--- src/rtl/kbt_pkg.sv ---
// Shared constants, types and register codes for the keyed block transposition block.
package kbt_pkg;

    // Largest key the block is built for, and the block store depth
    localparam int MAX_KEY     = 8;
    localparam int STORE_DEPTH = 8;
    localparam int IDX_W       = $clog2(STORE_DEPTH);
    localparam int FILL_W      = IDX_W + 1;

    // Fixed field widths
    localparam int BYTE_W = 8;
    localparam int KEY_W  = 64;
    localparam int LEN_W  = 4;

    // Longest usable block
    localparam int LEN_MAX = (MAX_KEY < STORE_DEPTH) ? MAX_KEY : STORE_DEPTH;
    localparam logic [LEN_W-1:0] LEN_MAX_V = LEN_W'(LEN_MAX);
    localparam logic [LEN_W-1:0] LEN_MIN_V = LEN_W'(2);

    // Pad byte, ASCII zero
    localparam logic [BYTE_W-1:0] PAD_BYTE = 8'h30;

    // Reset values of the configuration registers (key "ceayf")
    localparam logic [KEY_W-1:0] KEY_RESET = 64'h0000_0066_7961_6563;
    localparam logic [LEN_W-1:0] LEN_RESET = 4'd5;

    // Configuration register indexes
    localparam int CFG_IDX_W = 2;
    localparam logic [CFG_IDX_W-1:0] CFG_KEY_BYTES    = 2'd0;
    localparam logic [CFG_IDX_W-1:0] CFG_KEY_LENGTH   = 2'd1;
    localparam logic [CFG_IDX_W-1:0] CFG_DECRYPT_MODE = 2'd2;

    // Block queue between front and back
    localparam int QUEUE_DEPTH = 2;
    localparam int QPTR_W      = $clog2(QUEUE_DEPTH);
    localparam int QCNT_W      = $clog2(QUEUE_DEPTH + 1);

    // One closed, padded block
    typedef struct packed {
        logic [STORE_DEPTH-1:0][BYTE_W-1:0] data;
        logic                               last;
    } kbt_block_t;

    // Queue status seen by the front and by the checks
    typedef struct packed {
        logic              full;
        logic              empty;
        logic [QCNT_W-1:0] count;
    } kbt_q_status_t;

endpackage

--- src/rtl/kbt_front.sv ---
// Front end: collects message bytes into a block and closes it with padding.
module kbt_front (
    input  logic                                aclk,
    input  logic                                aresetn,
    input  logic                                s_tvalid,
    output logic                                s_tready,
    input  logic [kbt_pkg::BYTE_W-1:0]          s_tdata,   // [7:0] data_byte
    input  logic                                s_tlast,   // last_byte
    input  logic [kbt_pkg::LEN_W-1:0]           eff_len,
    input  kbt_pkg::kbt_q_status_t              q_stat,
    output logic                                q_push,
    output kbt_pkg::kbt_block_t                 q_entry
);

    logic [kbt_pkg::FILL_W-1:0]                             fill_reg, fill_next;
    logic [kbt_pkg::STORE_DEPTH-1:0][kbt_pkg::BYTE_W-1:0]   blk_reg;
    logic [kbt_pkg::FILL_W-1:0]                             fill_inc;
    logic [kbt_pkg::IDX_W-1:0]                              wr_idx;
    logic                                                   accept;
    logic                                                   close_blk;

    // Take a request whenever the queue has room
    assign s_tready  = !q_stat.full;
    assign accept    = s_tvalid && s_tready;
    assign wr_idx    = fill_reg[kbt_pkg::IDX_W-1:0];
    assign fill_inc  = fill_reg + kbt_pkg::FILL_W'(1);
    assign close_blk = (fill_inc >= kbt_pkg::FILL_W'(eff_len)) || s_tlast;
    assign q_push    = accept && close_blk;

    // Build the padded block with the new byte in place
    always_comb begin
        for (int k = 0; k < kbt_pkg::STORE_DEPTH; k++) begin
            if (kbt_pkg::FILL_W'(k) < fill_inc) begin
                q_entry.data[k] = (kbt_pkg::IDX_W'(k) == wr_idx) ? s_tdata : blk_reg[k];
            end else begin
                q_entry.data[k] = kbt_pkg::PAD_BYTE;
            end
        end
        q_entry.last = s_tlast;
    end

    // Advance the fill count, restart after a closed block
    always_comb begin
        fill_next = fill_reg;
        if (accept) begin
            fill_next = close_blk ? '0 : fill_inc;
        end
    end

    always_ff @(posedge aclk) begin
        if (!aresetn) begin
            fill_reg <= '0;
        end else begin
            fill_reg <= fill_next;
        end
    end

    // Hold the bytes of the open block
    always_ff @(posedge aclk) begin
        if (accept && !close_blk) begin
            blk_reg[wr_idx] <= s_tdata;
        end
    end

endmodule

--- src/rtl/kbt_queue.sv ---
// Two-entry block queue that decouples the front end from the back end.
module kbt_queue (
    input  logic                    aclk,
    input  logic                    aresetn,
    input  logic                    push,
    input  kbt_pkg::kbt_block_t     push_entry,
    input  logic                    pop,
    output kbt_pkg::kbt_block_t     head,
    output kbt_pkg::kbt_q_status_t  stat
);

    kbt_pkg::kbt_block_t        ent_reg [kbt_pkg::QUEUE_DEPTH];
    logic [kbt_pkg::QPTR_W-1:0] wr_ptr_reg, wr_ptr_next;
    logic [kbt_pkg::QPTR_W-1:0] rd_ptr_reg, rd_ptr_next;
    logic [kbt_pkg::QCNT_W-1:0] cnt_reg, cnt_next;

    assign head       = ent_reg[rd_ptr_reg];
    assign stat.count = cnt_reg;
    assign stat.empty = (cnt_reg == '0);
    assign stat.full  = (cnt_reg == kbt_pkg::QCNT_W'(kbt_pkg::QUEUE_DEPTH));

    // Advance pointers and count
    always_comb begin
        wr_ptr_next = wr_ptr_reg;
        rd_ptr_next = rd_ptr_reg;
        cnt_next    = cnt_reg;
        if (push) begin
            wr_ptr_next = (wr_ptr_reg == kbt_pkg::QPTR_W'(kbt_pkg::QUEUE_DEPTH - 1))
                          ? '0 : wr_ptr_reg + kbt_pkg::QPTR_W'(1);
        end
        if (pop) begin
            rd_ptr_next = (rd_ptr_reg == kbt_pkg::QPTR_W'(kbt_pkg::QUEUE_DEPTH - 1))
                          ? '0 : rd_ptr_reg + kbt_pkg::QPTR_W'(1);
        end
        if (push && !pop) begin
            cnt_next = cnt_reg + kbt_pkg::QCNT_W'(1);
        end else if (pop && !push) begin
            cnt_next = cnt_reg - kbt_pkg::QCNT_W'(1);
        end
    end

    always_ff @(posedge aclk) begin
        if (!aresetn) begin
            wr_ptr_reg <= '0;
            rd_ptr_reg <= '0;
            cnt_reg    <= '0;
        end else begin
            wr_ptr_reg <= wr_ptr_next;
            rd_ptr_reg <= rd_ptr_next;
            cnt_reg    <= cnt_next;
        end
    end

    // Write the new block
    always_ff @(posedge aclk) begin
        if (push) begin
            ent_reg[wr_ptr_reg] <= push_entry;
        end
    end

endmodule

--- src/rtl/kbt_back.sv ---
// Back end: ranks the key, drains a permuted byte per cycle unless stalled.
module kbt_back (
    input  logic                                aclk,
    input  logic                                aresetn,
    input  logic [kbt_pkg::KEY_W-1:0]           key_bytes,
    input  logic [kbt_pkg::LEN_W-1:0]           eff_len,
    input  logic                                decrypt_mode,
    input  logic                                q_valid,
    input  kbt_pkg::kbt_block_t                 q_head,
    output logic                                q_pop,
    output logic                                m_tvalid,
    input  logic                                m_tready,
    output logic [kbt_pkg::BYTE_W-1:0]          m_tdata,   // [7:0] out_byte
    output logic                                m_tlast    // out_last
);

    logic [kbt_pkg::IDX_W-1:0]  rank_c   [kbt_pkg::STORE_DEPTH];
    logic [kbt_pkg::IDX_W-1:0]  inv_c    [kbt_pkg::STORE_DEPTH];
    logic [kbt_pkg::IDX_W-1:0]  src_reg  [kbt_pkg::STORE_DEPTH];
    logic [kbt_pkg::FILL_W-1:0] cnt_c;
    logic [kbt_pkg::BYTE_W-1:0] cj, ck;

    kbt_pkg::kbt_block_t        work_reg;
    logic                       work_vld_reg, work_vld_next;
    logic [kbt_pkg::IDX_W-1:0]  idx_reg, idx_next;
    logic                       out_vld_reg, out_vld_next;
    logic [kbt_pkg::BYTE_W-1:0] out_byte_reg;
    logic                       out_last_reg;
    logic                       adv;
    logic                       final_byte;
    logic                       load;

    // Rank each key position: smaller bytes, ties broken by position
    always_comb begin
        for (int j = 0; j < kbt_pkg::STORE_DEPTH; j++) begin
            cnt_c = '0;
            cj    = key_bytes[j*kbt_pkg::BYTE_W +: kbt_pkg::BYTE_W];
            for (int k = 0; k < kbt_pkg::STORE_DEPTH; k++) begin
                ck = key_bytes[k*kbt_pkg::BYTE_W +: kbt_pkg::BYTE_W];
                if ((kbt_pkg::LEN_W'(k) < eff_len) && ((ck < cj) || ((ck == cj) && (k < j)))) begin
                    cnt_c = cnt_c + kbt_pkg::FILL_W'(1);
                end
            end
            rank_c[j] = cnt_c[kbt_pkg::IDX_W-1:0];
        end
    end

    // Invert the ranking for the scatter direction
    always_comb begin
        for (int i = 0; i < kbt_pkg::STORE_DEPTH; i++) begin
            inv_c[i] = '0;
            for (int p = 0; p < kbt_pkg::STORE_DEPTH; p++) begin
                if ((kbt_pkg::LEN_W'(p) < eff_len) && (rank_c[p] == kbt_pkg::IDX_W'(i))) begin
                    inv_c[i] = kbt_pkg::IDX_W'(p);
                end
            end
        end
    end

    // Register the source index of each output position
    always_ff @(posedge aclk) begin
        for (int i = 0; i < kbt_pkg::STORE_DEPTH; i++) begin
            src_reg[i] <= decrypt_mode ? inv_c[i] : rank_c[i];
        end
    end

    // Drain control
    assign adv        = work_vld_reg && (!out_vld_reg || m_tready);
    assign final_byte = ((kbt_pkg::LEN_W'(idx_reg) + kbt_pkg::LEN_W'(1)) == eff_len);
    assign load       = q_valid && (!work_vld_reg || (adv && final_byte));
    assign q_pop      = load;

    always_comb begin
        work_vld_next = work_vld_reg;
        idx_next      = idx_reg;
        if (load) begin
            work_vld_next = 1'b1;
            idx_next      = '0;
        end else if (adv) begin
            if (final_byte) begin
                work_vld_next = 1'b0;
                idx_next      = '0;
            end else begin
                idx_next = idx_reg + kbt_pkg::IDX_W'(1);
            end
        end
    end

    always_comb begin
        out_vld_next = out_vld_reg;
        if (adv) begin
            out_vld_next = 1'b1;
        end else if (m_tready) begin
            out_vld_next = 1'b0;
        end
    end

    always_ff @(posedge aclk) begin
        if (!aresetn) begin
            work_vld_reg <= 1'b0;
            idx_reg      <= '0;
            out_vld_reg  <= 1'b0;
        end else begin
            work_vld_reg <= work_vld_next;
            idx_reg      <= idx_next;
            out_vld_reg  <= out_vld_next;
        end
    end

    // Hold the block being drained
    always_ff @(posedge aclk) begin
        if (load) begin
            work_reg <= q_head;
        end
    end

    // Output register: gather the byte at the source index
    always_ff @(posedge aclk) begin
        if (adv) begin
            out_byte_reg <= work_reg.data[src_reg[idx_reg]];
            out_last_reg <= work_reg.last && final_byte;
        end
    end

    assign m_tvalid = out_vld_reg;
    assign m_tdata  = out_byte_reg;
    assign m_tlast  = out_last_reg;

endmodule

--- src/rtl/keyed_block_transposition.sv ---
// Top level of the keyed block transposition block: config registers and wiring.
//
//  Port group  Dir  Carries
//  s_*         in   message bytes: tdata[7:0] data_byte, tlast last_byte
//  m_*         out  permuted bytes: tdata[7:0] out_byte, tlast out_last
//  cfg_*       in   register writes: cfg_index, cfg_data (always ready)
//
// One byte is accepted per cycle while the queue has room; a closed block waits
// in a two-entry queue and drains one byte per cycle while the output is not
// stalled, through the output register, once the back end picks it up.
// Reset (aresetn low, synchronous) empties the block, the queue and the output.
// Input stalls only when the queue is full; output stalls hold the output register.
module keyed_block_transposition (
    input  logic                                aclk,
    input  logic                                aresetn,
    input  logic                                s_tvalid,
    output logic                                s_tready,
    input  logic [kbt_pkg::BYTE_W-1:0]          s_tdata,   // [7:0] data_byte
    input  logic                                s_tlast,   // last_byte
    output logic                                m_tvalid,
    input  logic                                m_tready,
    output logic [kbt_pkg::BYTE_W-1:0]          m_tdata,   // [7:0] out_byte
    output logic                                m_tlast,   // out_last
    input  logic                                cfg_valid,
    output logic                                cfg_ready,
    input  logic [kbt_pkg::CFG_IDX_W-1:0]       cfg_index,
    input  logic [kbt_pkg::KEY_W-1:0]           cfg_data
);

    logic [kbt_pkg::KEY_W-1:0]  key_reg;
    logic [kbt_pkg::LEN_W-1:0]  len_reg;
    logic                       dec_reg;
    logic [kbt_pkg::LEN_W-1:0]  eff_len;

    kbt_pkg::kbt_block_t        q_entry;
    kbt_pkg::kbt_block_t        q_head;
    kbt_pkg::kbt_q_status_t     q_stat;
    logic                       q_push;
    logic                       q_pop;

    // Configuration writes
    assign cfg_ready = 1'b1;

    always_ff @(posedge aclk) begin
        if (!aresetn) begin
            key_reg <= kbt_pkg::KEY_RESET;
            len_reg <= kbt_pkg::LEN_RESET;
            dec_reg <= 1'b0;
        end else if (cfg_valid && cfg_ready) begin
            unique case (cfg_index)
                kbt_pkg::CFG_KEY_BYTES:    key_reg <= cfg_data;
                kbt_pkg::CFG_KEY_LENGTH:   len_reg <= cfg_data[kbt_pkg::LEN_W-1:0];
                kbt_pkg::CFG_DECRYPT_MODE: dec_reg <= cfg_data[0];
                default: ;
            endcase
        end
    end

    // Saturate the block length to the usable range
    always_comb begin
        if (len_reg < kbt_pkg::LEN_MIN_V) begin
            eff_len = kbt_pkg::LEN_MIN_V;
        end else if (len_reg > kbt_pkg::LEN_MAX_V) begin
            eff_len = kbt_pkg::LEN_MAX_V;
        end else begin
            eff_len = len_reg;
        end
    end

    kbt_front u_front (
        .aclk     (aclk),
        .aresetn  (aresetn),
        .s_tvalid (s_tvalid),
        .s_tready (s_tready),
        .s_tdata  (s_tdata),
        .s_tlast  (s_tlast),
        .eff_len  (eff_len),
        .q_stat   (q_stat),
        .q_push   (q_push),
        .q_entry  (q_entry)
    );

    kbt_queue u_queue (
        .aclk       (aclk),
        .aresetn    (aresetn),
        .push       (q_push),
        .push_entry (q_entry),
        .pop        (q_pop),
        .head       (q_head),
        .stat       (q_stat)
    );

    kbt_back u_back (
        .aclk         (aclk),
        .aresetn      (aresetn),
        .key_bytes    (key_reg),
        .eff_len      (eff_len),
        .decrypt_mode (dec_reg),
        .q_valid      (!q_stat.empty),
        .q_head       (q_head),
        .q_pop        (q_pop),
        .m_tvalid     (m_tvalid),
        .m_tready     (m_tready),
        .m_tdata      (m_tdata),
        .m_tlast      (m_tlast)
    );

    // Never close a block into a full queue
    a_no_overflow: assert property (@(posedge aclk) disable iff (!aresetn)
        q_push |-> !q_stat.full)
        else $error("block pushed into full queue");

    // Never pick up a block from an empty queue
    a_no_underflow: assert property (@(posedge aclk) disable iff (!aresetn)
        q_pop |-> !q_stat.empty)
        else $error("block popped from empty queue");

    // Queue count stays within its depth
    a_count_range: assert property (@(posedge aclk) disable iff (!aresetn)
        q_stat.count <= kbt_pkg::QCNT_W'(kbt_pkg::QUEUE_DEPTH))
        else $error("queue count out of range");

    // Input is open right after reset
    a_ready_after_reset: assert property (@(posedge aclk)
        !aresetn |=> s_tready)
        else $error("input not ready after reset");

endmodule
--- config.mk ---
export PLATFORM = sky130hd
export DESIGN_NAME = keyed_block_transposition
export DESIGN_NICKNAME = d
export VERILOG_FILES = /design/src/rtl/kbt_pkg.sv /design/src/rtl/kbt_front.sv /design/src/rtl/kbt_queue.sv /design/src/rtl/kbt_back.sv /design/src/rtl/keyed_block_transposition.sv
export SDC_FILE = /design/constraint.sdc
export NUM_CORES = 1
export LEC_CHECK = 0
export BUFFER_PORTS_ARGS = -buffer_cell sky130_fd_sc_hd__buf_2
export CELL_PAD_IN_SITES_DETAIL_PLACEMENT = 0
export CELL_PAD_IN_SITES_GLOBAL_PLACEMENT = 1
export CORE_MARGIN = 2
export CORE_UTILIZATION = 40
export DETAILED_ROUTE_END_ITERATION = 8
export PLACE_DENSITY = 0.79
export SYNTH_ARGS = -nofsm -noshare
export SYNTH_HDL_FRONTEND = slang
export SYNTH_SLANG_ARGS = --single-unit
--- constraint.sdc ---
create_clock -name aclk -period 5.93 [get_ports aclk]
set_input_delay 0.2965 -clock aclk [delete_from_list [all_inputs] [get_ports aclk]]
set_output_delay 0.2965 -clock aclk [all_outputs]
set_load 0.1 [all_outputs]
==> results of run 1 <==
[cell usage after synthesis, drive strengths merged (5+ instances only)]
| master | instances | area share, % |
|---|---|---|
| nand2 | 332 | 5.1 |
| ha | 285 | 15 |
| edfxtp | 268 | 33 |
| a21oi | 131 | 2.7 |
| inv | 118 | 1.8 |
| nor2 | 114 | 1.8 |
| dfxtp | 109 | 9.0 |
| mux2 | 94 | 4.4 |
| o21ai | 78 | 1.6 |
| clkbuf | 66 | 1.0 |
| nand4 | 63 | 1.6 |
| nand3 | 58 | 1.2 |
| a21boi | 52 | 1.6 |
| o211ai | 51 | 1.6 |
| mux2i | 49 | 2.0 |
| nor2b | 37 | 0.96 |
| xnor2 | 33 | 1.2 |
| nor3 | 32 | 0.66 |
| a21o | 29 | 0.90 |
| nand2b | 26 | 0.67 |
| a211oi | 24 | 0.89 |
| o21a | 24 | 0.74 |
| buf | 23 | 0.49 |
| xor2 | 23 | 0.99 |
| and2 | 22 | 0.57 |
| and3 | 16 | 0.41 |
| a211o | 11 | 0.40 |
| a31oi | 11 | 0.28 |
| nand3b | 11 | 0.34 |
| nor4 | 11 | 0.34 |
| o31ai | 11 | 0.34 |
| xnor3 | 11 | 1.0 |
| a41oi | 10 | 0.39 |
| o21bai | 9 | 0.28 |
| or3 | 9 | 0.23 |
| o22ai | 8 | 0.21 |
| or4 | 7 | 0.22 |
| and4 | 6 | 0.22 |
| mux4 | 6 | 0.56 |
| or2 | 6 | 0.15 |
| o2111ai | 5 | 0.18 |
| o31a | 5 | 0.18 |
[power groups by stage]
stage	logic [µW]	registers (µW)	clock network [µW]
2_1_floorplan	2170	3660	0
3_3_place_gp	3420	3460	0
3_5_place_dp	3520	3470	0
4_1_cts	3700	3420	2860
5_1_grt	4200	3450	2960
6_report	3900	3420	2820
[metrics by stage]
step | instance area [µm²] | TNS, ns
after floorplan | 24200 | 0
after global placement | 26800 | -3.84
after detailed placement | 26800 | -5.21
after CTS | 29300 | 0
after global routing | 29800 | -0.335
final | 29800 | 0
[layout make-up]
class	instances	area [µm²]
Timing Repair Buffer	387	2850
Fill cell	5440	30400
Inverter	119	464
Clock inverter	27	389
Multi-Input combinational cell	1777	13700
Sequential cell	377	10300
Tap cell	782	978
Clock buffer	50	1100
[worst min path at each step]
| stage | to | cells after the start |
|---|---|---|
| finish | key_reg[9]$_SDFFE_PN0P_ | 3 |
| global route | key_reg[9]$_SDFFE_PN0P_ | 3 |
| CTS | key_reg[0]$_SDFFE_PN1P_ | 3 |
| detailed placement | key_reg[31]$_SDFFE_PN0P_ | 2 |
| global placement | key_reg[26]$_SDFFE_PN0P_ | 2 |
| floorplan | u_front.blk_reg[0]$_DFFE_PP_ | 0 |
[critical path: cells and delay by family, from the launching register on]
kind | cells | cell delay (ns)
XOR/XNOR | 3 | 0.62
buffers and inverters | 5 | 0.56
flip-flops | 1 | 0.34
AO/OA/AOI/OAI | 8 | 1.08
AND/OR/NAND/NOR | 7 | 1.46
adder cells (fa/ha/maj) | 5 | 1.29
multiplexers | 1 | 0.28
[cell families after synthesis]
group / synth area share, %
adders and majority gates: 14.7
and+or+nand+nor: 15.2
other: 0.0155
buffers and inverters: 3.36
xor gates and xnor gates: 3.34
DFF: 42.2
muxes: 6.95
AOI/OAI and AO/OA: 14.2
[metal layers]
metal  wire (µm)  vias up
met5          11        -
met4        4280        2
met3        3800      193
met2       37800      631
met1       31100     9756
li1            -     9440
[what timing repair did]
action                     CTS  global route
pin swaps                   29            56
hold endpoints to repair    60             0
resized for setup           56            93
buffers inserted            22            16
setup endpoints to repair   24            24
hold buffers                59             0
==> metrics.md, run 1 <==
| Metric | Value |
|---|---|
| Critical path type | register to register |
| Chip width | 250 µm |
| First-pass GRT wire length | 115000 µm |
| Comb pwr share | 38.5% |
| Row count | 90 |
| Worst Tran Pin Value | 1.11 ns |
| Sw Pwr | 3530 µW |
| Startpoint Class | register |
| Flip-flop count of the largest register after layout | 130 |
| Crit path launch | key_reg[35]$_SDFFE_PN0P_ |
| Pwr dens | 340 nW/µm² |
| Status | finished, final reports clean |
| Fin nets | 3069 |
| Reg2Reg Launch Point | key_reg[35]$_SDFFE_PN0P_ |
| Final setup margin | 0.150 ns |
| Worst path arrival time | 6.19 ns |
| Final Util | 49.5% |
| Layout Cells excl Fill | 3519 |
| FFs w/ async S/R, synth | 0% |
| Setup-failing EPs final | 0 |
| DRT antenna net count | 0 |
| EDFF count, synth | 268 |
| Final Hold Fails | 0 |
| Fin crit share | 97.5% |
| Total power | 10100 µW |
| RR Endpoint | u_back.src_reg[0][0]$_DFF_P_ |
| Most common cell after layout, fill and taps aside | nand2_1 |
| GR met1 Demand/Resource | 28.3% |
| RePlAce Congestion | 0.920 |
| Peak VDD IR | 0.253 mV |
| Placed cell count | 3345 |
| Sw frac | 34.9% |
| CTS Buf Count | 42 |
| Post-synthesis area per instance | 10.3 µm² |
| Commonest non-fill, non-tap cells in the layout | 329 x nand2_1, 268 x ha_1, 268 x edfxtp_1 |
| I/O Buffers | 90 |
| Slowest cell delay on critical path | 0.55 ns |
| P_leak | 0.0119 µW |
| Dpl hpwl | 57900 µm |
| Grt met2 use | 42.5% |
| Min-Delay Startpoint | cfg_data[9] |
| Largest net degree at the start of global routing | 81 |
| Area growth syn-to-layout | 22.8% |
| Total routed wirelength | 77100 µm |
| Cells after synthesis | 2362 |
| CTS root buf | clkbuf_16 |
| RSZ-0062 raised after global routing | yes |
| Layer with the highest usage | met2 |
| Critical Path RT | 6.34 ns |
| Pint | 6590 µW |
| Share of layout cells above drive strength 1 | 23.7% |
| Clock H-tree levels | 2 |
| Flop pwr share | 33.7% |
| Initial core utilization | 40.3% |
| Clock period minus worst slack | 5.78 ns |
| Cell mode on critical path | buf_4 |
| Slew margin rel. | 24.1% |
| Number of antenna violations at the first check in global routing | 1 |
| Synthesis Warnings | 0 |
| Clock buffer depth | 3 |
| Reg clk slew, reported paths | 0.06 ns |
| Clk sinks | 377 |
| Pre-CTS setup slack | -0.322 ns |
| HP Class | primary input to register |
| Core Area | 60100 µm² |
| Flop2flop setup slack | 0.15 ns |
| Leading register cell type out of synthesis | edfxtp_1 |
| Post-synthesis sequential area ratio | 42.2% |
| TritonRoute pass-1 iters | 5 |
| Clock power share | 27.8% |
| Clock latency on the worst-skew pair | 0.58 ns |
| CTS tree | yes |
| Grt ovf | 0 |
| Die footprint | 62600 µm² |
| Via density | 5.69 |
| DRT iter0 DRCs | 1147 |
| Syn_nets | 2727 |
| #FFs+latches synth | 377 |
| Cell area after synthesis | 24200 µm² |
| Slowest cell on crit path | or4b_4 |
| Reg2Reg Depth | 29 |
| Maximum clock frequency | 173 MHz |
| Max Slew Vio Count | 0 |
| Inserted Diodes | 0 |
| Final hold slack | 0.0276 ns |
| Met3 GRT Util | 2.87% |
| Clock skew | 0.0252 ns |
| Crit end category | register |
| WL per Instance | 21.9 µm |
| Yosys cell types | 97 |
| Vias | 20022 |
| Critical path peak fanout | 6 |
| GRT Total Usage | 23.9% |
| Die Y | 250 µm |
| IO Count | 92 |
| Max cap viols | 0 |
| Post-route DRC | 0 |
| Vias in the first global route | 20169 |
| Crit path capture | u_back.src_reg[0][0]$_DFF_P_ |
(Power assumes the default switching activity.)
==> run 2, diff against run 1 <==
--- a/config.mk
+++ b/config.mk
@@ -9,9 +9,9 @@
 export CELL_PAD_IN_SITES_DETAIL_PLACEMENT = 0
 export CELL_PAD_IN_SITES_GLOBAL_PLACEMENT = 1
 export CORE_MARGIN = 2
-export CORE_UTILIZATION = 40
+export CORE_UTILIZATION = 46
 export DETAILED_ROUTE_END_ITERATION = 8
-export PLACE_DENSITY = 0.79
+export PLACE_DENSITY = 0.88
 export SYNTH_ARGS = -nofsm -noshare
 export SYNTH_HDL_FRONTEND = slang
 export SYNTH_SLANG_ARGS = --single-unit
==> metrics.md, run 2 (synthesis results as in run 1) <==
| Metric | Value |
|---|---|
| Status | finished, final reports clean |
| CTS tree | yes |
| Clock H-tree levels | 2 |
| Clock power share | 23.6% |
| Worst path arrival time | 6.29 ns |
| Crit end category | register |
| Reg clk slew, reported paths | 0.06 ns |
| TritonRoute pass-1 iters | 5 |
| DRT iter0 DRCs | 1518 |
| Total routed wirelength | 75600 µm |
| Sequential Area | 10300 µm² |
| Most common cell after layout, fill and taps aside | nand2_1 |
| Clock latency on the worst-skew pair | 0.57 ns |
| Flip-flop count of the largest register after layout | 130 |
| Comb pwr share | 40.7% |
| Final Util | 56.1% |
| Max cap viols | 0 |
| Reg2Reg Launch Point | key_reg[39]$_SDFFE_PN0P_ |
| GRT Total Usage | 27.2% |
| Vias in the first global route | 19657 |
| Peak VDD IR | 0.254 mV |
| Clock skew | 0.0182 ns |
| Clock period minus worst slack | 5.89 ns |
| Flop pwr share | 35.8% |
| Post-route DRC | 0 |
| Via density | 5.95 |
| Initial core utilization | 46.3% |
| Slowest cell on crit path | or4b_4 |
| Dpl hpwl | 56600 µm |
| IO Count | 92 |
| Clk sinks | 377 |
| Area growth syn-to-layout | 21.2% |
| Die footprint | 54500 µm² |
| Largest net degree at the start of global routing | 66 |
| Slowest cell delay on critical path | 0.56 ns |
| Critical path peak fanout | 4 |
| Fillers | 4419 |
| P_leak | 0.0117 µW |
| First-pass GRT wire length | 113000 µm |
| Critical path type | register to register |
| Die Y | 234 µm |
| Setup-failing EPs final | 0 |
| Pre-CTS setup slack | -0.301 ns |
| CTS root buf | clkbuf_16 |
| Row count | 84 |
| Final Hold Fails | 0 |
| Max Slew Vio Count | 0 |
| Worst Tran Pin Value | 1.32 ns |
| CTS Buf Count | 38 |
| Slew margin rel. | 11.2% |
| WL per Instance | 22.3 µm |
| Share of layout cells above drive strength 1 | 23.8% |
| Number of antenna violations at the first check in global routing | 2 |
| Fin crit share | 99.3% |
| Crit path launch | key_reg[39]$_SDFFE_PN0P_ |
| DRT antenna net count | 0 |
| Sw Pwr | 3490 µW |
| RSZ-0062 raised after global routing | yes |
| Vias | 20182 |
| RePlAce Congestion | 0.967 |
| Min-Delay Startpoint | cfg_data[42] |
| Pwr dens | 329 nW/µm² |
| Core Area | 52300 µm² |
| HP Class | primary input to register |
| Commonest non-fill, non-tap cells in the layout | 326 x nand2_1, 268 x edfxtp_1, 265 x ha_1 |
| Maximum clock frequency | 170 MHz |
| I/O Buffers | 90 |
| Area of the multi-input gates | 13900 µm² |
| Startpoint Class | register |
| Grt ovf | 0 |
| Inserted Diodes | 0 |
| Sw frac | 36.1% |
| Final setup margin | 0.0440 ns |
| Pint | 6170 µW |
| Critical Path RT | 6.33 ns |
| Clock buffer depth | 3 |
| Chip width | 234 µm |
| Fin nets | 3043 |
## run 2: power groups by stage
stage	registers [µW]	clock network [µW]	logic [µW]
final	3450	2280	3930
after global routing	3480	2410	4230
after CTS	3460	2310	3550
after detailed placement	3510	0	3440
after global placement	3500	0	3350
after floorplan	3660	0	2170
## run 2: worst max-delay path: cells and delay by family (launching register included)
kind                       cells  cell delay (ns)
and+or+nand+nor                8             1.74
DFF                            1             0.31
buffers and inverters          5             0.57
AOI/OAI and AO/OA              6             0.97
adders and majority gates      5             1.23
muxes                          1             0.28
xor gates and xnor gates       3             0.61
## run 2: area by class of cell
class                           instances  area share [%]
Inverter                              119            1.56
Timing Repair Buffer                  365            9.19
Multi-Input combinational cell       1777            47.4
Clock buffer                           45            3.36
Sequential cell                       377            34.9
Tap cell                              688            2.93
Clock inverter                         19           0.584
## run 2: final timing paths
path                                  endpoint  slack (ns)  depth (start not counted)
setup / recovery  u_back.src_reg[0][0]$_DFF_P_        0.04                         28
hold reg to reg       key_reg[26]$_SDFFE_PN0P_        0.47                          2
setup reg to reg  u_back.src_reg[0][0]$_DFF_P_        0.04                         28
hold / removal        key_reg[42]$_SDFFE_PN0P_        0.01                          3
## run 2: layer usage
| metal | part of all wire [%] | routed length, µm | global-route usage (%) | vias to the layer above |
|---|---|---|---|---|
| met3 | 6.8 | 5110 | 3.94 | 176 |
| met5 | 0.022 | 17 | 0 | - |
| li1 | - | - | - | 9391 |
| met1 | 42 | 31700 | 35.5 | 9801 |
| met4 | 4.0 | 3010 | 10.1 | 4 |
| met2 | 47 | 35800 | 45.6 | 810 |
## run 2: stage by stage
stage | total power (µW) | hold WS [ns] | cells | setup TNS [ns] | cell area, µm²
floorplan | 5830 | 0.395 | 2362 | 0 | 24200
global placement | 6840 | 0.457 | 3244 | -1.80 | 26700
detailed placement | 6950 | 0.464 | 3244 | -4.85 | 26700
CTS | 9310 | 0.000115 | 3371 | 0 | 28500
global route | 10100 | 0.00701 | 3390 | -1.56 | 29400
finish | 9660 | 0.0114 | 3390 | 0 | 29400
## run 2: what timing repair did
| action | CTS | global route |
|---|---|---|
| hold buffers | 53 | 0 |
| setup buffers | 10 | 20 |
| setup endpoints to repair | 24 | 24 |
| gates resized for setup | 37 | 147 |
| cloned | 0 | 0 |
| hold endpoints to repair | 54 | 0 |
| pin swaps | 18 | 71 |
==> run 3, diff against run 2 <==
==> constraint.sdc (replaced) <==
create_clock -name aclk -period 5 [get_ports aclk]
set_input_delay 0.25 -clock aclk [delete_from_list [all_inputs] [get_ports aclk]]
set_output_delay 0.25 -clock aclk [all_outputs]
set_load 0.1 [all_outputs]
==> metrics.md, run 3 (synthesis results as in run 1) <==
| Metric | Value |
|---|---|
| P_leak | 0.0128 µW |
| IO Count | 92 |
| Final setup margin | -0.716 ns |
| Critical Path RT | 5.41 ns |
| Share of layout cells above drive strength 1 | 29.9% |
| Clk sinks | 377 |
| Worst Tran Pin Value | 1.06 ns |
| Maximum clock frequency | 175 MHz |
| Setup-failing EPs final | 24 |
| Via density | 5.77 |
| Flip-flop count of the largest register after layout | 130 |
| Clock skew | 0.0406 ns |
| Fin nets | 3252 |
| Total power | 12200 µW |
| Most common cell after layout, fill and taps aside | buf_4 |
| Buf/Inv on CP | 5 |
| Critical path type | register to register |
| Number of antenna violations at the first check in global routing | 0 |
| Cell depth of the worst setup path | 31 |
| Initial core utilization | 46.3% |
| WL per Instance | 22.2 µm |
| Startpoint Class | register |
| Fillers | 4233 |
| Row count | 84 |
| Slew margin rel. | 29.3% |
| Reg clk slew, reported paths | 0.06 ns |
| Crit path capture | u_back.src_reg[0][0]$_DFF_P_ |
| Total routed wirelength | 79900 µm |
| First-pass GRT wire length | 120000 µm |
| Clock latency on the worst-skew pair | 0.59 ns |
| Clock buffer depth | 3 |
| Max cap viols | 0 |
| Pwr dens | 388 nW/µm² |
| CTS Buf Count | 40 |
| Flop2flop setup slack | -0.72 ns |
| Die Y | 234 µm |
| Max Slew Vio Count | 0 |
| Placed cell count | 3420 |
| CTS tree | yes |
| DRT antenna net count | 0 |
| Crit end category | register |
| DRT iter0 DRCs | 1398 |
| RePlAce Congestion | 0.972 |
| Post-route DRC | 0 |
| RSZ-0062 raised after global routing | yes |
| Die footprint | 54500 µm² |
| Dpl hpwl | 60000 µm |
| Worst path arrival time | 6.12 ns |
| Final hold slack | 0.0159 ns |
| Core Area | 52300 µm² |
| Vias | 20803 |
| Pre-CTS setup slack | -0.937 ns |
| Slowest cell on crit path | or4b_4 |
| RR Endpoint | u_back.src_reg[0][0]$_DFF_P_ |
| Vias in the first global route | 20967 |
| Commonest non-fill, non-tap cells in the layout | 406 x buf_4, 325 x nand2_1, 268 x edfxtp_1 |
| Final Hold Fails | 0 |
| Cell mode on critical path | ha_4 |
| Clock H-tree levels | 2 |
| Crit path launch | key_reg[33]$_SDFFE_PN1P_ |
| Fin Setup TNS | -13.22 ns |
| Cell family with most CP delay | simple AND/OR/NAND/NOR gates |
| I/O Buffers | 90 |
| TritonRoute pass-1 iters | 5 |
| HP Class | primary input to register |
| Chip width | 234 µm |
| Clock period minus worst slack | 5.72 ns |
| CTS root buf | clkbuf_16 |
| Inserted Diodes | 0 |
| Failing checks | setup timing |
| Fin crit share | 114% |
| Status | complete, but fails checks |
| Reg2Reg Depth | 31 |
| Largest net degree at the start of global routing | 67 |
| Reg2Reg Launch Point | key_reg[33]$_SDFFE_PN1P_ |
| GRT Total Usage | 29.1% |
| Slowest cell delay on critical path | 0.55 ns |
| Critical path peak fanout | 4 |
| Area growth syn-to-layout | 29.5% |
| Peak VDD IR | 0.298 mV |
| Grt ovf | 0 |
| Layout Cells excl Fill | 3604 |
## run 3: cell count changes in the layout (fill, tap and decap cells not counted), sizes merged
cell / previous run / this run
buf: 312 / 512
dlygate4sd3: 53 / 60
clkbuf: 45 / 49
bufinv: 1 / 4
inv: 118 / 120
clkinv: 16 / 15
clkinvlp: 3 / 2
## run 3: metrics by stage
stage	utilization, %	instance area [µm²]
global placement	54.1	28300
CTS	59.2	31000
floorplan	-	24500
detailed placement	54.1	28300
finish	59.9	31400
global route	59.9	31400
## run 3: worst reg2reg max path, delay by kind of cell, from the launching register on
kind | cells | cell delay [ns]
flip-flops | 1 | 0.35
multiplexers | 2 | 0.48
XOR/XNOR | 2 | 0.44
adder cells (fa/ha/maj) | 6 | 1.32
AND/OR/NAND/NOR | 9 | 1.58
AO/OA/AOI/OAI | 7 | 1.09
buffers and inverters | 5 | 0.29
## run 3: power by group
group | switching (µW) | total [µW] | leakage [µW] | internal, µW
registers | 165 | 4060 | 0.00328 | 3900
clock network | 1300 | 3040 | 0.000637 | 1740
logic | 2850 | 5070 | 0.00890 | 2220
## run 3: metal layers
layer	vias to the layer above	wire length [µm]	track usage, %
met5	-	0	0
met2	768	39400	51.3
met1	10014	31700	34.0
met4	0	4970	16.5
met3	217	3840	3.74
li1	9804	-	-
## run 3: cell type report
| cell class | instances | area (µm²) | share of cell area [%] |
|---|---|---|---|
| clock buffer | 49 | 1070 | 3.40 |
| multi-input combinational | 1777 | 14100 | 45.1 |
| tap | 688 | 861 | 2.74 |
| inverter | 119 | 455 | 1.45 |
| sequential | 377 | 10300 | 32.7 |
| timing repair buffer | 572 | 4320 | 13.8 |
| clock inverter | 22 | 260 | 0.830 |
## run 3: how the worst min path moves through the flow
stage,start,end,slack (ns),depth (start not counted)
4_1_cts,cfg_data[36],key_reg[36]$_SDFFE_PN0P_,0.006,3
5_1_grt,s_tlast,u_queue.ent_reg[0][0]$_DFFE_PP_,0.01,1
6_report,cfg_data[36],key_reg[36]$_SDFFE_PN0P_,0.02,3
3_5_place_dp,key_reg[31]$_SDFFE_PN0P_,key_reg[31]$_SDFFE_PN0P_,0.47,2
2_1_floorplan,s_tdata[0],u_front.blk_reg[0]$_DFFE_PP_,0.35,0
3_3_place_gp,key_reg[26]$_SDFFE_PN0P_,key_reg[26]$_SDFFE_PN0P_,0.46,2
## run 3: repair_timing
item	CTS	global route
endpoints found under the hold margin	62	0
buffers inserted	42	13
hold buffers	60	0
setup endpoints to repair	24	24
pin swaps	63	48
gates resized for setup	89	71
